`config.mk`:
```
export PLATFORM = sky130hd
export DESIGN_NAME = spf_div
export DESIGN_NICKNAME = d
export VERILOG_FILES = /design/src/rtl/spf_div.sv
export SDC_FILE = /design/constraint.sdc
export NUM_CORES = 1
export LEC_CHECK = 0
export ABC_CLOCK_PERIOD_IN_PS = 4350
export BUFFER_PORTS_ARGS = -buffer_cell sky130_fd_sc_hd__buf_2
export CAP_MARGIN = 40
export CORE_ASPECT_RATIO = 2
export CORE_UTILIZATION = 38
export DETAILED_ROUTE_END_ITERATION = 7
export GPL_ROUTABILITY_DRIVEN = 0
export SETUP_SLACK_MARGIN = 0.4
export SYNTH_ARGS = -nofsm -noshare
export SYNTH_HDL_FRONTEND = slang
export SYNTH_SLANG_ARGS = --single-unit
```
`constraint.sdc`:
```
create_clock -name clock -period 4.35 [get_ports clock]
set_clock_uncertainty 0.15 [all_clocks]
set_input_delay 0 -clock clock [delete_from_list [all_inputs] [get_ports clock]]
set_output_delay 0 -clock clock [all_outputs]
set_load 0.1 [all_outputs]
```
`src/rtl/spf_div.sv`:
```
// Restoring divider, one quotient bit per cycle.
// Depends on nothing but its parameter; used by the fill unit for slopes.
module spf_div #(
   parameter int DVD_W = 26
) (
   input  logic             clock,
   input  logic             reset,
   input  logic             start,
   input  logic [DVD_W-1:0] dividend,
   input  logic [9:0]       divisor,
   output logic             done,
   output logic [DVD_W-1:0] quotient
);
   localparam int CW = $clog2(DVD_W + 1);

   logic [10:0]      rem_ff, rem_in;
   logic [DVD_W-1:0] quo_ff, quo_in;
   logic [9:0]       dsr_ff;
   logic [CW-1:0]    cnt_ff, cnt_in;
   logic             busy_ff, busy_in;
   logic [10:0]      trial;

   always_comb begin
      trial   = {rem_ff[9:0], quo_ff[DVD_W-1]};
      rem_in  = rem_ff;
      quo_in  = quo_ff;
      cnt_in  = cnt_ff;
      busy_in = busy_ff;
      if (start) begin
         rem_in  = '0;
         quo_in  = dividend;
         cnt_in  = CW'(DVD_W);
         busy_in = 1'b1;
      end else if (busy_ff) begin
         if (trial >= {1'b0, dsr_ff}) begin
            rem_in = trial - {1'b0, dsr_ff};
            quo_in = {quo_ff[DVD_W-2:0], 1'b1};
         end else begin
            rem_in = trial;
            quo_in = {quo_ff[DVD_W-2:0], 1'b0};
         end
         cnt_in  = cnt_ff - 1'b1;
         busy_in = (cnt_ff != CW'(1));
      end
   end

   always_ff @(posedge clock) begin
      if (reset) begin
         busy_ff <= 1'b0;
         cnt_ff  <= '0;
      end else begin
         busy_ff <= busy_in;
         cnt_ff  <= cnt_in;
      end
      rem_ff <= rem_in;
      quo_ff <= quo_in;
      if (start) begin
         dsr_ff <= divisor;
      end
   end

   assign done     = busy_ff && (cnt_ff == CW'(1));
   assign quotient = quo_in;

endmodule

```
==> results.tsv <==
metric	value	unit
rr_startpoint	rem_ff[5]	
r2r_setup_slack	1870	ps
vias	2499	
layoutNonFillerInstCount	488	
synth_nets	351	
worstSkewPairLatency	290	ps
yosys_warnings	0	
htree_levels	2	
grt_pass1_wl	11.25	mm
cts.sinks	52	
fmax	0.3636	GHz
tightest_slew	768.9	ps
finalNetCount	449	
grt_antenna_before_repair	0	
drt_iter0_markers	69	
pwr-share-comb	33.5	%
coreArea	0.006887	mm^2
netlist_area	0.002706	mm^2
place.port_buffers	65	
cts_resized	0	
p_switching	556.6	uW
max-slew-margin-rel	48.40	%
fin_crit_sh	63.22	%
slew_violations	0	
critPathRequiredTime	4200	ps
r2r_cells	6	
status	finished, final reports clean	
rows	43	
fp.dieArea	0.007484	mm^2
layout-drive-gt1-share	21.36	%
dpl.hpwl	4.855	mm
root_buffer	clkbuf_16	
worstHoldEndpoint	dsr_ff[3]	
finalHoldViolCount	0	
nFillCells	717	
wl_per_cell	13.92	um
path_class	reg -> out	
gr-usage-all-layers	20.46	%
hold_class	in -> reg	
dp.cells	442	
timing.rr.end	rem_ff[6]	
ant_nets	0	
vias_per_cell	5.121	
seq_power_share	39.5	%
critPathMaxFanout	7	
fp.dieW	61.68	um
async_reset_ff_share	0	%
setup_viol	0	
cp-end-kind	output port	
rsz0062_at_grt	false	
min_path_cells	2	
multi_input_area	0.001441	mm^2
fin_util	52.83	%
power.density	397.8	mW/mm^2
ios	66	
seq_area	0.001142	mm^2
numCtsBuffers	5	
start_util	39.30	%
synth_cell_type_count	45	
synth_ff_type	dfxtp_1	
startpoint_type	register	
grt_pass1_vias	2511	
arrival	2600	ps
internal-power	890.7	uW
maxCapViolations	0	
vdd_drop_max	0.0002923	V
syn2layout_area_growth	34.44	%
min_from	divisor[3]	
grt-ovfl-total	0	
antenna_cells	0	
switching_share	38.46	%
clock_power_share	27.0	%
synth_cells	299	
period_minus_slack	2750	ps
p_total	1.447	mW
avgSynthCellArea	9.051	um^2
seq_area_frac_synth	42.16	%
synth-seq-cells	52	
cts_tree	yes	
synth_edf_count	10	
drt_pass1_iterations	4	
leakage	1.625	nW
fp.dieH	121.3	um
grt_max_degree	41	
cts.clk_slew.worst_paths	70	ps
ctsLongestPathBuffers	2	
drc	0	
tns	0	ps
wl	6.795	mm
worst max-delay path, stage by stage (launching register included):
cell      delay, ps
dfxtp_1         350
ha_1            420
nand2_1         100
a211oi_2        350
o21a_1          290
nor3_1           80
o31ai_2         250
buf_2           470
cell usage after synthesis (all sizes together), types with 3 or more instances:
cell type | number | area, um^2
dfxtp | 42 | 840.8
nand2 | 38 | 142.6
o21ai | 33 | 165.2
mux2i | 26 | 260.3
nor2 | 24 | 90.09
inv | 16 | 60.05
ha | 12 | 150.1
edfxtp | 10 | 300.3
nand3 | 10 | 50.05
and3 | 8 | 50.05
clkbuf | 8 | 30.03
a21oi | 7 | 38.79
buf | 7 | 38.78
nor3 | 7 | 35.03
xor2 | 7 | 61.31
o31ai | 6 | 50.05
a211oi | 5 | 60.05
a311oi | 5 | 56.31
a31oi | 4 | 25.02
a21o | 3 | 22.52
how the worst max path moves through the flow:
| stage | cells after the start | start | endpoint |
|---|---|---|---|
| 2_1_floorplan | 4 | busy_ff | quo_ff[20] |
| 3_3_place_gp | 7 | dsr_ff[7] | quotient[0] |
| 3_5_place_dp | 6 | rem_ff[5] | rem_ff[0] |
| 4_1_cts | 7 | dsr_ff[7] | quotient[0] |
| 5_1_grt | 7 | dsr_ff[5] | quotient[0] |
| 6_report | 7 | rem_ff[3] | quotient[0] |
stage by stage:
stage               setup WS (ps)  hold slack (ps)  area (um^2)
global route                 1405            278.0         3638
CTS                          1561            264.3         3638
global placement             1906            27.63         3097
finish                       1600            272.3         3638
detailed placement           1846            28.38         3117
floorplan                   703.3           -77.62         2711
flip-flops by register name, summed over array words and instances, names as in the netlist:
register and cells:
cnt_ff 5, rem_ff 10, busy_ff 1, dsr_ff 10, quo_ff 26
layer usage:
metal / global-route usage (%) / part of all wire, %
met3: 2.772 / 2.5
met4: 10.97 / 3.8
met1: 20.27 / 35
met2: 38.04 / 58
met5: 0 / 0
power groups by stage:
| stage | Combinational (mW) | Clock [mW] | Sequential, mW |
|---|---|---|---|
| final | 0.485 | 0.390 | 0.572 |
| after global routing | 0.519 | 0.419 | 0.577 |
| after CTS | 0.486 | 0.402 | 0.573 |
| after detailed placement | 0.458 | 0 | 0.584 |
| after global placement | 0.454 | 0 | 0.583 |
| after floorplan | 0.379 | 0 | 0.568 |
cells in the final DEF (no fill, tap or decap), types with 3 or more instances in the layout:
cell	instances
dlygate4sd3_1	38
o21ai_1	4
ha_1	12
a31oi_1	4
a311oi_1	3
o31ai_1	4
buf_2	65
o21ai_0	29
inv_1	15
nand2_1	38
a21o_1	3
clkbuf_16	5
xor2_1	7
nand3_1	10
nor3_1	7
a21oi_1	6
mux2i_1	26
nor2_1	24
dfxtp_1	41
edfxtp_1	10
and3_1	8
cell type report:
cell class | instances | area share (%)
inverter | 16 | 1.651
tap | 90 | 3.095
multi-input combinational | 216 | 39.61
clock inverter | 1 | 0.2407
sequential | 52 | 31.40
clock buffer | 7 | 3.645
timing repair buffer | 106 | 20.36
what timing repair did:
action                     4_1_cts  5_1_grt
hold buffers                    38        0
setup endpoints to repair        0        0
buffers inserted                 0        0
hold endpoints to repair        46        0
logic make-up (layout without fill, tap and decap cells):
family,after synthesis,in the layout,synth area share [%]
buffers and inverters,31,130,4.761
multiplexers,26,26,9.616
flip-flops,52,52,42.16
AND/OR/NAND/NOR,96,96,15.95
adder cells (fa/ha/maj),13,13,6.287
XOR/XNOR,9,9,2.913
AO/OA/AOI/OAI,72,72,18.31
(Power assumes the default switching activity.)
